===== config.mk =====
export PLATFORM = sky130hd
export DESIGN_NAME = table_atan2_angle
export DESIGN_NICKNAME = d
export VERILOG_FILES = /design/src/hw/rtl/tatan_pkg.sv /design/src/hw/rtl/tatan_div.sv /design/src/hw/rtl/tatan_interp.sv /design/src/hw/rtl/table_atan2_angle.sv
export SDC_FILE = /design/constraint.sdc
export NUM_CORES = 2
export LEC_CHECK = 0
export BUFFER_PORTS_ARGS = -buffer_cell sky130_fd_sc_hd__buf_2
export CELL_PAD_IN_SITES_DETAIL_PLACEMENT = 1
export CELL_PAD_IN_SITES_GLOBAL_PLACEMENT = 2
export CORE_MARGIN = 5
export CORE_UTILIZATION = 40
export DETAILED_ROUTE_END_ITERATION = 7
export GPL_ROUTABILITY_DRIVEN = 0
export MAX_ROUTING_LAYER = met4
export PLACE_DENSITY = 0.91
export SYNTH_ARGS = -nofsm -noshare
export SYNTH_HDL_FRONTEND = slang
export SYNTH_SLANG_ARGS = --single-unit
export TNS_END_PERCENT = 50

===== constraint.sdc =====
create_clock -name clk_i -period 20.1 [get_ports clk_i]
set_clock_uncertainty 0.1 [all_clocks]
set_input_delay 0 -clock clk_i [delete_from_list [all_inputs] [get_ports clk_i]]
set_output_delay 0 -clock clk_i [all_outputs]
set_load 0.02 [all_outputs]

===== src/hw/rtl/tatan_pkg.sv =====
// shared types, constants and the arctangent table builder for the atan2 block
package tatan_pkg;

  // sample and result widths
  localparam int SAMPLE_W = 16;
  localparam int MAG_W    = 16;
  localparam int RATIO_W  = 16;
  localparam int ANGLE_W  = 16;
  localparam int ROM_W    = 16;
  localparam int BASE_W   = 14;

  // divider: quotient bits resolved per stage and number of stages
  localparam int DIV_BITS   = 4;
  localparam int DIV_STAGES = RATIO_W / DIV_BITS;

  // default table resolution
  localparam int TABLE_STEPS_DEF = 255;

  // angle constants in Q3.13 radians
  localparam logic signed [ANGLE_W-1:0] PI_Q13      = 16'sd25736;
  localparam logic signed [ANGLE_W-1:0] HALF_PI_Q13 = 16'sd12868;

  // table builder constants
  localparam int          CORDIC_ITERS   = 48;
  localparam logic [63:0] QUARTER_PI_Q62 = 64'h3243F6A8885A308D;

  // sideband that travels with each word through the pipeline
  typedef struct packed {
    logic                        special;
    logic signed [ANGLE_W-1:0]   spec_angle;
    logic                        x_big;
    logic                        x_neg;
    logic                        y_neg;
    logic                        sat;
  } tatan_side_t;

  // unsigned shift-subtract division, used by the table builder
  function automatic logic [63:0] udiv64(input logic [63:0] num, input logic [63:0] den);
    logic [63:0] q;
    logic [64:0] r;
    q = '0;
    r = '0;
    for (int k = 63; k >= 0; k--) begin
      r = {r[63:0], num[k]};
      if (r >= {1'b0, den}) begin
        r    = r - {1'b0, den};
        q[k] = 1'b1;
      end
    end
    return q;
  endfunction

  // table entry: round(atan(i/steps) * 2^16) by integer cordic
  function automatic logic [ROM_W-1:0] atan_entry(input int i, input int steps);
    logic [63:0] ang [CORDIC_ITERS];
    logic [63:0] sum;
    logic [63:0] term;
    logic [63:0] z;
    logic [63:0] rz;
    longint      cx;
    longint      cy;
    longint      sx;
    longint      sy;
    int          e;
    ang[0] = QUARTER_PI_Q62;
    for (int j = 1; j < CORDIC_ITERS; j++) begin
      sum = '0;
      for (int n = 0; n < 32; n++) begin
        e = j * (2 * n + 1);
        if (e <= 62) begin
          term = udiv64(64'd1 << (62 - e), 64'(2 * n + 1));
          if ((n % 2) == 0) sum = sum + term;
          else              sum = sum - term;
        end
      end
      ang[j] = sum;
    end
    cx = longint'(steps) <<< 40;
    cy = longint'(i) <<< 40;
    z  = '0;
    for (int j = 0; j < CORDIC_ITERS; j++) begin
      sx = cx >>> j;
      sy = cy >>> j;
      if (cy >= 0) begin
        cx = cx + sy;
        cy = cy - sx;
        z  = z + ang[j];
      end else begin
        cx = cx - sy;
        cy = cy + sx;
        z  = z - ang[j];
      end
    end
    rz = (z + (64'd1 << 45)) >> 46;
    if (z[63]) return '0;
    return rz[ROM_W-1:0];
  endfunction

endpackage


===== src/hw/rtl/tatan_div.sv =====
// pipelined restoring divider: ratio = floor(lo * 2^16 / hi), DIV_BITS per stage
module tatan_div (
  input  logic                          clk_i,
  input  logic                          rst_ni,
  input  logic                          in_valid_i,
  input  logic [tatan_pkg::MAG_W-1:0]   lo_i,
  input  logic [tatan_pkg::MAG_W-1:0]   hi_i,
  input  tatan_pkg::tatan_side_t        side_i,
  output logic                          out_valid_o,
  output logic [tatan_pkg::RATIO_W-1:0] ratio_o,
  output tatan_pkg::tatan_side_t        side_o
);
  import tatan_pkg::*;

  logic               vld_q  [DIV_STAGES];
  logic [MAG_W-1:0]   rem_q  [DIV_STAGES];
  logic [MAG_W-1:0]   den_q  [DIV_STAGES];
  logic [RATIO_W-1:0] quo_q  [DIV_STAGES];
  tatan_side_t        side_q [DIV_STAGES];

  for (genvar s = 0; s < DIV_STAGES; s++) begin : g_stage
    logic               vld_in;
    logic [MAG_W-1:0]   rem_in;
    logic [MAG_W-1:0]   den_in;
    logic [RATIO_W-1:0] quo_in;
    tatan_side_t        side_in;
    logic [MAG_W-1:0]   rem_d;
    logic [RATIO_W-1:0] quo_d;

    if (s == 0) begin : g_first
      assign vld_in  = in_valid_i;
      assign rem_in  = lo_i;
      assign den_in  = hi_i;
      assign quo_in  = '0;
      assign side_in = side_i;
    end else begin : g_next
      assign vld_in  = vld_q[s-1];
      assign rem_in  = rem_q[s-1];
      assign den_in  = den_q[s-1];
      assign quo_in  = quo_q[s-1];
      assign side_in = side_q[s-1];
    end

    // resolve DIV_BITS quotient bits
    always_comb begin
      logic [MAG_W:0] r2;
      rem_d = rem_in;
      quo_d = quo_in;
      for (int k = 0; k < DIV_BITS; k++) begin
        r2 = {rem_d, 1'b0};
        if (r2 >= {1'b0, den_in}) begin
          r2    = r2 - {1'b0, den_in};
          quo_d = {quo_d[RATIO_W-2:0], 1'b1};
        end else begin
          quo_d = {quo_d[RATIO_W-2:0], 1'b0};
        end
        rem_d = r2[MAG_W-1:0];
      end
    end

    // valid bit
    always_ff @(posedge clk_i or negedge rst_ni) begin
      if (!rst_ni) begin
        vld_q[s] <= 1'b0;
      end else begin
        vld_q[s] <= vld_in;
      end
    end

    // payload
    always_ff @(posedge clk_i) begin
      rem_q[s]  <= rem_d;
      den_q[s]  <= den_in;
      quo_q[s]  <= quo_d;
      side_q[s] <= side_in;
    end
  end

  // equal magnitudes saturate the ratio
  assign out_valid_o = vld_q[DIV_STAGES-1];
  assign side_o      = side_q[DIV_STAGES-1];
  assign ratio_o     = side_q[DIV_STAGES-1].sat ? '1 : quo_q[DIV_STAGES-1];

  // remainder stays below the divisor for a regular word
  a_rem_below_den: assert property (@(posedge clk_i) disable iff (!rst_ni)
    (out_valid_o && !side_o.special && !side_o.sat) |->
      (rem_q[DIV_STAGES-1] < den_q[DIV_STAGES-1]))
    else $error("divider remainder not below divisor");

endmodule


===== src/hw/rtl/tatan_interp.sv =====
// table lookup with linear interpolation, three register stages
module tatan_interp #(
  parameter int TABLE_STEPS = tatan_pkg::TABLE_STEPS_DEF
) (
  input  logic                          clk_i,
  input  logic                          rst_ni,
  input  logic                          in_valid_i,
  input  logic [tatan_pkg::RATIO_W-1:0] ratio_i,
  input  tatan_pkg::tatan_side_t        side_i,
  output logic                          out_valid_o,
  output logic [tatan_pkg::BASE_W-1:0]  base_o,
  output tatan_pkg::tatan_side_t        side_o
);
  import tatan_pkg::*;

  localparam int SW = $clog2(TABLE_STEPS + 1);
  localparam int AW = RATIO_W + SW;

  // arctangent table, TABLE_STEPS+1 entries
  logic [ROM_W-1:0] rom_w [TABLE_STEPS+1];
  for (genvar i = 0; i <= TABLE_STEPS; i++) begin : g_rom
    localparam logic [ROM_W-1:0] ENTRY = atan_entry(i, TABLE_STEPS);
    assign rom_w[i] = ENTRY;
  end

  // stage 1: scale ratio to table position
  logic [AW-1:0] pos_w;
  logic [AW-1:0] ofs_w;
  logic [SW-1:0] idx_raw_w;
  logic [SW-1:0] idx_d;
  logic          small_w;

  assign pos_w     = AW'(ratio_i) * AW'(TABLE_STEPS);
  assign small_w   = (pos_w < AW'(65536));
  assign ofs_w     = pos_w - AW'(32768);
  assign idx_raw_w = ofs_w[AW-1:RATIO_W];
  assign idx_d     = (idx_raw_w > SW'(TABLE_STEPS - 1)) ? SW'(TABLE_STEPS - 1) : idx_raw_w;

  logic               v1_q;
  logic [SW-1:0]      idx_q;
  logic [15:0]        frac1_q;
  logic               small1_q;
  logic [RATIO_W-1:0] ratio1_q;
  tatan_side_t        side1_q;

  // stage 2: read neighbor entries
  logic [ROM_W-1:0] r0_w;
  logic [ROM_W-1:0] r1_w;
  logic [ROM_W-1:0] diff_d;

  assign r0_w   = rom_w[idx_q];
  assign r1_w   = rom_w[idx_q + SW'(1)];
  assign diff_d = (r1_w >= r0_w) ? (r1_w - r0_w) : '0;

  logic               v2_q;
  logic [ROM_W-1:0]   r0_q;
  logic [ROM_W-1:0]   diff_q;
  logic [15:0]        frac2_q;
  logic               small2_q;
  logic [RATIO_W-1:0] ratio2_q;
  tatan_side_t        side2_q;

  // stage 3: interpolate and round to Q3.13
  logic [31:0] prod_w;
  logic [16:0] base16_w;
  logic [16:0] rnd_w;

  assign prod_w   = 32'(diff_q) * 32'(frac2_q) + 32'd32768;
  assign base16_w = small2_q ? {1'b0, ratio2_q} : ({1'b0, r0_q} + {1'b0, prod_w[31:16]});
  assign rnd_w    = base16_w + 17'd4;

  logic              v3_q;
  logic [BASE_W-1:0] base_q;
  tatan_side_t       side3_q;

  // valid bits
  always_ff @(posedge clk_i or negedge rst_ni) begin
    if (!rst_ni) begin
      v1_q <= 1'b0;
      v2_q <= 1'b0;
      v3_q <= 1'b0;
    end else begin
      v1_q <= in_valid_i;
      v2_q <= v1_q;
      v3_q <= v2_q;
    end
  end

  // payload registers
  always_ff @(posedge clk_i) begin
    idx_q    <= idx_d;
    frac1_q  <= ofs_w[15:0];
    small1_q <= small_w;
    ratio1_q <= ratio_i;
    side1_q  <= side_i;
    r0_q     <= r0_w;
    diff_q   <= diff_d;
    frac2_q  <= frac1_q;
    small2_q <= small1_q;
    ratio2_q <= ratio1_q;
    side2_q  <= side1_q;
    base_q   <= rnd_w[16:3];
    side3_q  <= side2_q;
  end

  assign out_valid_o = v3_q;
  assign base_o      = base_q;
  assign side_o      = side3_q;

  // table position never runs past the last segment
  a_idx_in_range: assert property (@(posedge clk_i) disable iff (!rst_ni)
    (in_valid_i && !small_w) |-> (idx_raw_w <= SW'(TABLE_STEPS - 1)))
    else $error("table index beyond last segment");

  // base angle never exceeds pi/4 in Q3.13
  a_base_le_quarter: assert property (@(posedge clk_i) disable iff (!rst_ni)
    v3_q |-> (base_q <= BASE_W'(6434)))
    else $error("base angle above pi/4");

endmodule


===== src/hw/rtl/table_atan2_angle.sv =====
// top level: four-quadrant atan2 of a signed sample pair, pipelined
//
//  port group           dir    width  meaning
//  start_i / busy_o     in/out 1/1    input word handshake, taken when start_i && !busy_o
//  x_value_i, y_value_i in     16     signed sample components
//  valid_o / angle_rad_o out   1/16   result strobe and Q3.13 angle, one cycle each
//
// one word enters every cycle; busy_o stays low
// pipeline stages: input stage, 4 divider stages, 3 table stages, octant stage
// the divider pipeline (4 quotient bits per stage) sets the depth
// reset clears only the valid bits; words in flight are dropped
// the receiver cannot stall, so results are never held back
module table_atan2_angle #(
  parameter int TABLE_STEPS = tatan_pkg::TABLE_STEPS_DEF
) (
  input  logic                                 clk_i,
  input  logic                                 rst_ni,
  input  logic                                 start_i,
  output logic                                 busy_o,
  input  logic signed [tatan_pkg::SAMPLE_W-1:0] x_value_i,
  input  logic signed [tatan_pkg::SAMPLE_W-1:0] y_value_i,
  output logic                                 valid_o,
  output logic signed [tatan_pkg::ANGLE_W-1:0]  angle_rad_o
);
  import tatan_pkg::*;

  // front end: magnitudes, ordering, special cases
  logic [SAMPLE_W:0] xneg_w;
  logic [SAMPLE_W:0] yneg_w;
  logic [MAG_W-1:0]  ax_w;
  logic [MAG_W-1:0]  ay_w;
  tatan_side_t       side_d;

  assign xneg_w = -{x_value_i[SAMPLE_W-1], x_value_i};
  assign yneg_w = -{y_value_i[SAMPLE_W-1], y_value_i};
  assign ax_w   = x_value_i[SAMPLE_W-1] ? xneg_w[MAG_W-1:0] : x_value_i[MAG_W-1:0];
  assign ay_w   = y_value_i[SAMPLE_W-1] ? yneg_w[MAG_W-1:0] : y_value_i[MAG_W-1:0];

  always_comb begin
    side_d.special    = (x_value_i == '0) || (y_value_i == '0);
    side_d.x_big      = ax_w > ay_w;
    side_d.x_neg      = x_value_i[SAMPLE_W-1];
    side_d.y_neg      = y_value_i[SAMPLE_W-1];
    side_d.sat        = ax_w == ay_w;
    if (x_value_i == '0 && y_value_i == '0) begin
      side_d.spec_angle = '0;
    end else if (x_value_i == '0) begin
      side_d.spec_angle = y_value_i[SAMPLE_W-1] ? -HALF_PI_Q13 : HALF_PI_Q13;
    end else begin
      side_d.spec_angle = x_value_i[SAMPLE_W-1] ? PI_Q13 : '0;
    end
  end

  logic             in_vld_q;
  logic [MAG_W-1:0] lo_q;
  logic [MAG_W-1:0] hi_q;
  tatan_side_t      in_side_q;

  always_ff @(posedge clk_i or negedge rst_ni) begin
    if (!rst_ni) begin
      in_vld_q <= 1'b0;
    end else begin
      in_vld_q <= start_i && !busy_o;
    end
  end

  always_ff @(posedge clk_i) begin
    lo_q      <= side_d.x_big ? ay_w : ax_w;
    hi_q      <= side_d.x_big ? ax_w : ay_w;
    in_side_q <= side_d;
  end

  assign busy_o = 1'b0;

  // ratio divider
  logic               div_vld_w;
  logic [RATIO_W-1:0] ratio_w;
  tatan_side_t        div_side_w;

  tatan_div u_div (
    .clk_i       (clk_i),
    .rst_ni      (rst_ni),
    .in_valid_i  (in_vld_q),
    .lo_i        (lo_q),
    .hi_i        (hi_q),
    .side_i      (in_side_q),
    .out_valid_o (div_vld_w),
    .ratio_o     (ratio_w),
    .side_o      (div_side_w)
  );

  // table lookup
  logic              lut_vld_w;
  logic [BASE_W-1:0] base_w;
  tatan_side_t       lut_side_w;

  tatan_interp #(
    .TABLE_STEPS (TABLE_STEPS)
  ) u_interp (
    .clk_i       (clk_i),
    .rst_ni      (rst_ni),
    .in_valid_i  (div_vld_w),
    .ratio_i     (ratio_w),
    .side_i      (div_side_w),
    .out_valid_o (lut_vld_w),
    .base_o      (base_w),
    .side_o      (lut_side_w)
  );

  // octant mapping
  logic signed [ANGLE_W-1:0] b_w;
  logic signed [ANGLE_W-1:0] angle_d;

  assign b_w = signed'({{(ANGLE_W-BASE_W){1'b0}}, base_w});

  always_comb begin
    if (lut_side_w.special) begin
      angle_d = lut_side_w.spec_angle;
    end else if (lut_side_w.x_big) begin
      if (!lut_side_w.x_neg) angle_d = lut_side_w.y_neg ? -b_w : b_w;
      else                   angle_d = lut_side_w.y_neg ? (b_w - PI_Q13) : (PI_Q13 - b_w);
    end else begin
      if (!lut_side_w.y_neg) begin
        angle_d = lut_side_w.x_neg ? (HALF_PI_Q13 + b_w) : (HALF_PI_Q13 - b_w);
      end else begin
        angle_d = lut_side_w.x_neg ? (-HALF_PI_Q13 - b_w) : (b_w - HALF_PI_Q13);
      end
    end
  end

  logic                      out_vld_q;
  logic signed [ANGLE_W-1:0] angle_q;

  always_ff @(posedge clk_i or negedge rst_ni) begin
    if (!rst_ni) begin
      out_vld_q <= 1'b0;
    end else begin
      out_vld_q <= lut_vld_w;
    end
  end

  always_ff @(posedge clk_i) begin
    angle_q <= angle_d;
  end

  assign valid_o     = out_vld_q;
  assign angle_rad_o = angle_q;

  // result stays within [-pi, +pi]
  a_angle_range: assert property (@(posedge clk_i) disable iff (!rst_ni)
    valid_o |-> (angle_rad_o <= PI_Q13 && angle_rad_o >= -PI_Q13))
    else $error("angle out of range");

  // a word leaving the table stage shows up on the result strobe next cycle
  a_strobe_follows: assert property (@(posedge clk_i) disable iff (!rst_ni)
    lut_vld_w |=> valid_o)
    else $error("result strobe lost");

endmodule


# Yosys cells after proc, flatten, opt, wreduce, memory -nomap -nowiden
# Memories as Yosys holds them, arrays and structs flattened.
# Cells that the tools add are included.
[op_classes] reduce_logical=4 eq_ne=1 n_lt_le_gt_ge=22 n_mul=2 add_sub_neg=31 n_bitwise=2 n_mux=53
[op_table] operator="$mux 16" n=35
[op_table] operator="$ge 17x16->1" n=16
[op_table] operator="$sub 16x16->16" n=17
[op_table] operator="$add 32x16->32 const B" n=1
[op_table] operator="$logic_not 16->1" n=2
[op_table] operator="$mul 16x16->32" n=1
[op_table] operator="$neg 16->16" n=2
[op_table] operator="$lt 24x17->1 const B" n=1
[op_table] operator="$mul 16x8->24 const B" n=1
[op_table] operator="$sub 24x16->24 const B" n=1
[op_table] operator="$ge 9x9->1 const B" n=2
[op_table] operator="$not 8->9" n=2
[op_table] operator="$add 16x16->17" n=1
[op_table] operator="$add 17x3->17 const B" n=1
[op_table] operator="$mux 17" n=1
[op_table] operator="$eq 16x16->1" n=1
[op_table] operator="$ge 16x16->1" n=1
[op_table] operator="$gt 16x16->1" n=1
[op_table] operator="$mux 1" n=16
[op_table] operator="$neg 14->16" n=1
[op_table] operator="$sub 14x15->16 const B" n=1
[op_table] operator="$sub 15x14->16 const A" n=1
[op_table] operator="$sub 15x15->16 const A" n=1
[op_table] operator="$add 14x14->15 const A" n=1
[op_table] operator="other kinds (7)" n=7
[word_totals] elab_cells=164 n_memories=6 romBits=8192 out_inout_bits=18 ramBits=276 register_bits=258
[memory_table] name="(no name shown)" depth=256 word_bits=16 rd=1 rd_clocked_by_memory_dff=0 wr=0 line_no="tatan_interp.sv:52" rtl="assign r1_w = rom_w[idx_q + SW'(1)];"
[memory_table] name="(no name shown)" depth=256 word_bits=16 rd=1 rd_clocked_by_memory_dff=0 wr=0 line_no="tatan_interp.sv:51" rtl="assign r0_w = rom_w[idx_q];"
[memory_table] name="u_div.side_q" depth=4 word_bits=21 rd=4 rd_clocked_by_memory_dff=0 wr=4 line_no="tatan_div.sv:19" rtl="tatan_side_t side_q [DIV_STAGES];"
[memory_table] name="u_div.den_q" depth=4 word_bits=16 rd=3 rd_clocked_by_memory_dff=0 wr=4 line_no="tatan_div.sv:17" rtl="logic [MAG_W-1:0] den_q [DIV_STAGES];"
[memory_table] name="u_div.quo_q" depth=4 word_bits=16 rd=4 rd_clocked_by_memory_dff=0 wr=4 line_no="tatan_div.sv:18" rtl="logic [RATIO_W-1:0] quo_q [DIV_STAGES];"
[memory_table] name="u_div.rem_q" depth=4 word_bits=16 rd=3 rd_clocked_by_memory_dff=0 wr=4 line_no="tatan_div.sv:16" rtl="logic [MAG_W-1:0] rem_q [DIV_STAGES];"

# Longest topological paths before layout
# An unclocked memory read counts as a cell.
[depth] word_depth=9 mapped_depth=49 mapped_depth_nobuf=46

# Cells and area by module
# A second synthesis with hierarchy kept.
[unflattened] cells_unflattened=5860 hier_area_um2=47976.0
[modules_own_cells] mod="tatan_interp" cells_per_inst=3154 area_each_um2=24743.7 instances=1
[modules_own_cells] mod="tatan_div" cells_per_inst=2128 area_each_um2=18427.7 instances=1
[modules_own_cells] mod="table_atan2_angle" cells_per_inst=578 area_each_um2=4804.6 instances=1

# Worst setup path after synthesis
# OpenSTA, ideal clock, no wires.
[synth_timing] path_type="register to register" startpoint="memory u_div.den_q[0][1]" endpoint="memory u_div.rem_q[1][10]" required_time_ns=19.879 period_less_slack_ns=9.740 arrival_time_ns=9.519 setup_slack_ns=10.360 setup_time_ns=0.121 stages_incl_launch_ff=48 path_cell_list="dfxtp_1 > inv_1 > ha_1 > nor2b_1 > o21a_1 > o21ai_0 > a211oi_1 > a221o_1 > a21boi_4 > buf_2 > clkbuf_1 > nor2_1 > ha_1 > nor2b_1 > o21ai_0 > a21oi_1 > or4b_1 > nand2_1 > (+12 left out) > o21ai_0 > a221o_1 > nand2_1 > a21oi_1 > a31o_2 > ha_1 > a21o_1 > a31o_2 > a21oi_1 > o21a_1 > o2111a_1 > o21ai_0 > a21o_1 > a21oi_1 > nand3_1 > a21boi_4 > buf_4 > mux2_2"
[synth_rtl] item="start, declared" line_no="tatan_div.sv:17"
[synth_rtl] item="end, declared" line_no="tatan_div.sv:16"

==> impl_metrics.py <==
metrics = {
    "synth": {
        "synth-edff-count": 0,
        "ys_warn_count": 0,
        "synthTopCellsByArea": "dfxtp_1, ha_1, fa_1",
        "synth_top_area_share_pct": 16.68,
        "async_flop_share_pct": 2.332,
        "synthFlopType": "dfxtp_1",
        "ys_seq_elements": 386,
        "syn_nets": 6518,
        "synth-seq-area-share_pct": 17.18,
        "syn_inst": 5724,
        "syn_area_sq_mm": 0.04524,
        "avgSynthCellArea_sq_um": 7.903,
        "synthTopCellsByCount": "nand2_1, inv_1, ha_1",
        "synth.most_common_cell": "nand2_1",
        "synth_cell_types": 100,
        "synth_top_area_cell": "dfxtp_1",
    },
    "floorplan": {
        "rows": 123,
        "die_h_um": 346.3,
        "pin_count": 53,
        "die_x_um": 346.3,
        "core_sq_mm": 0.1123,
        "die_area_sq_mm": 0.1199,
        "initial_utilization_pct": 40.27,
    },
    "critical_path": {
        "reg2reg_depth": 42,
        "worstPathRequired_ns": 20.50,
        "path_common_cell": "a21oi_1",
        "slowest_stage": "a211oi_4",
        "critPathMaxStageDelay_ns": 0.81,
        "reg2reg_slack_ns": 7.85,
        "worstPathArrival_ns": 12.64,
        "crit_family": "compound AO/OA/AOI/OAI gates",
        "crit_buf_inv": 3,
        "reg2reg_to": "u_div.rem_q[0][6]",
        "crit_path_max_fanout": 23,
        "critPathLaunchType": "flip-flop",
        "reg2reg_from": "hi_q[14]",
        "critPathCaptureType": "flip-flop",
        "path_class": "flip-flop to flip-flop",
    },
    "sta": {
        "min_period_ns": 12.25,
        "max_clock_freq_mhz": 81.64,
        "min_period_over_period_pct": 60.94,
        "setup_viol": 0,
        "rsz0062_at_grt": "no",
        "slew_violations": 0,
        "setup_tns_ns": 0,
        "relSlewSlack_pct": 13.89,
        "worst_pin_slew_ns": 1.278,
        "hold_viol": 0,
        "setup_slack_ns": 7.851,
    },
    "min_path": {
        "hold_path.startpoint": "u_interp.frac1_q[4]",
        "whs_path_depth": 0,
        "hold_path_end": "u_interp.frac2_q[4]",
        "hp-class": "flip-flop to flip-flop",
    },
    "cts": {
        "path_clk_slew_ns": 0.06,
        "cts_made_buffers": 45,
        "cts_buffer_depth": 3,
        "cts_resized": 0,
        "cts_tree": "yes",
        "clock_sinks": 386,
        "cts_root_buf": "clkbuf_16",
        "clk_latency_ns": 0.60,
        "cts.htree.levels": 2,
    },
    "routing": {
        "drtIter0Drc": 3243,
        "first_pass_iters": 8,
        "routed.top_layer": "met4",
        "viasPerCell": 5.906,
        "wl_per_cell_um": 22.13,
        "num_vias": 42440,
        "drc": 0,
        "wl_met3_mm": 8.448,
        "met2_length_mm": 73.52,
        "antenna_left": 0,
        "drt_wl_total_mm": 159.0,
        "met1_length_mm": 71.70,
    },
    "global_routing": {
        "antenna_found_initial": 4,
        "grt-ovfl-total": 0,
        "grt_use_total_pct": 26.46,
        "grt_max_degree": 81,
        "grt_pass1_vias": 44180,
        "grt_pass1_wl_mm": 251.2,
    },
    "cells_and_area": {
        "nFillCells": 13700,
        "final_util_pct": 43.59,
        "layout-drive-gt1-share_pct": 7.334,
        "n_antenna_cell": 0,
        "nets": 6446,
        "syn_to_final_growth_pct": 8.251,
        "final_area_sq_mm": 0.04897,
    },
    "placed_design": {
        "port-buffer-count": 51,
        "pre_cts_ws_ns": 8.072,
        "post_dp_cell_area_sq_mm": 0.04682,
        "hpwl_mm": 120.3,
    },
    "job": {
        "maxCapViolCount": 0,
    },
    "run_status": {
        "outcome": "finished clean",
    },
}
==> what timing repair did <==
item / 4_1_cts / 5_1_grt
buffers inserted: 0 / 0
hold buffers: 64 / 0
endpoints found under the hold margin: 51 / 0
==> placed cells by master (no fill, tap or decap), types with 65 or more instances in the layout <==
master,n
ha_1,487
buf_4,65
mux2_2,121
nor2_1,429
inv_1,508
xnor2_1,198
dfxtp_1,370
a21oi_1,432
fa_1,271
a211oi_1,77
xor2_1,93
nand2_1,587
o21ai_0,410
nor2b_1,67
nand3_1,90
and2_1,116
o211ai_1,70
a21o_1,109
nor3_1,114
==> sequential cells by signal, indices dropped and copies added, names as in the netlist, 14 cells and up <==
register           flops
u_interp.ratio1_q     14
u_div.quo_q           40
u_div.rem_q           48
u_interp.diff_q       16
u_div.side_q          40
u_interp.ratio2_q     14
lo_q                  16
u_interp.r0_q         16
u_interp.frac2_q      16
angle_rad_o           16
u_interp.frac1_q      16
u_div.den_q           48
hi_q                  16
u_interp.base_o       14
==> metrics by stage <==
stage | hold slack [ns] | std cells
after CTS | 0.1803 | 7186
after floorplan | -0.3956 | 5724
after global placement | -0.2537 | 7041
after detailed placement | -0.2428 | 7041
final | 0.2214 | 7186
after global routing | 0.2259 | 7186
==> layer usage <==
layer | GRT usage [%] | vias to the layer above
met5 | - | -
met4 | 7.985 | 0
met3 | 2.881 | 300
met2 | 42.98 | 1214
met1 | 34.89 | 21080
li1 | - | 19840
==> worst max-delay path by stage <==
stage,start,to,slack [ns],cells past startpoint
6_report,hi_q[14],u_div.rem_q[0][6],7.85,42
5_1_grt,u_div.den_q[1][1],u_div.rem_q[2][14],6.83,42
4_1_cts,u_div.den_q[1][1],u_div.rem_q[2][2],8.01,42
3_5_place_dp,u_div.den_q[1][1],u_div.rem_q[2][15],8.07,42
3_3_place_gp,u_div.den_q[1][1],u_div.rem_q[2][12],8.37,42
2_1_floorplan,u_div.den_q[0][1],u_div.rem_q[1][10],10.36,47
==> layout make-up <==
| cell class | count | area (sq um) | area share (%) |
|---|---|---|---|
| flip-flops and latches | 386 | 7791 | 15.91 |
| clock buffers | 63 | 1286 | 2.627 |
| multi-input cells | 4525 | 34480 | 70.41 |
| repair buffers | 180 | 1384 | 2.826 |
| inverters | 514 | 1929 | 3.940 |
| clock inverters | 18 | 222.7 | 0.4548 |
| well taps | 1500 | 1877 | 3.833 |
==> cells by family (layout without fill, tap and decap cells) <==
logic type | Yosys count | after routing | share of synthesized area (%)
AOI/OAI and AO/OA | 1578 | 1578 | 22.27
xor gates and xnor gates | 297 | 297 | 5.750
adders and majority gates | 759 | 759 | 25.49
buffers and inverters | 813 | 775 | 6.812
DFF | 386 | 386 | 17.18
muxes | 197 | 197 | 5.042
other | 1 | 1 | 0.008290
and+or+nand+nor | 1693 | 1693 | 17.44
Power is not shown: default switching activity piles up to over one toggle a cycle in this logic, so the estimate is an artifact.
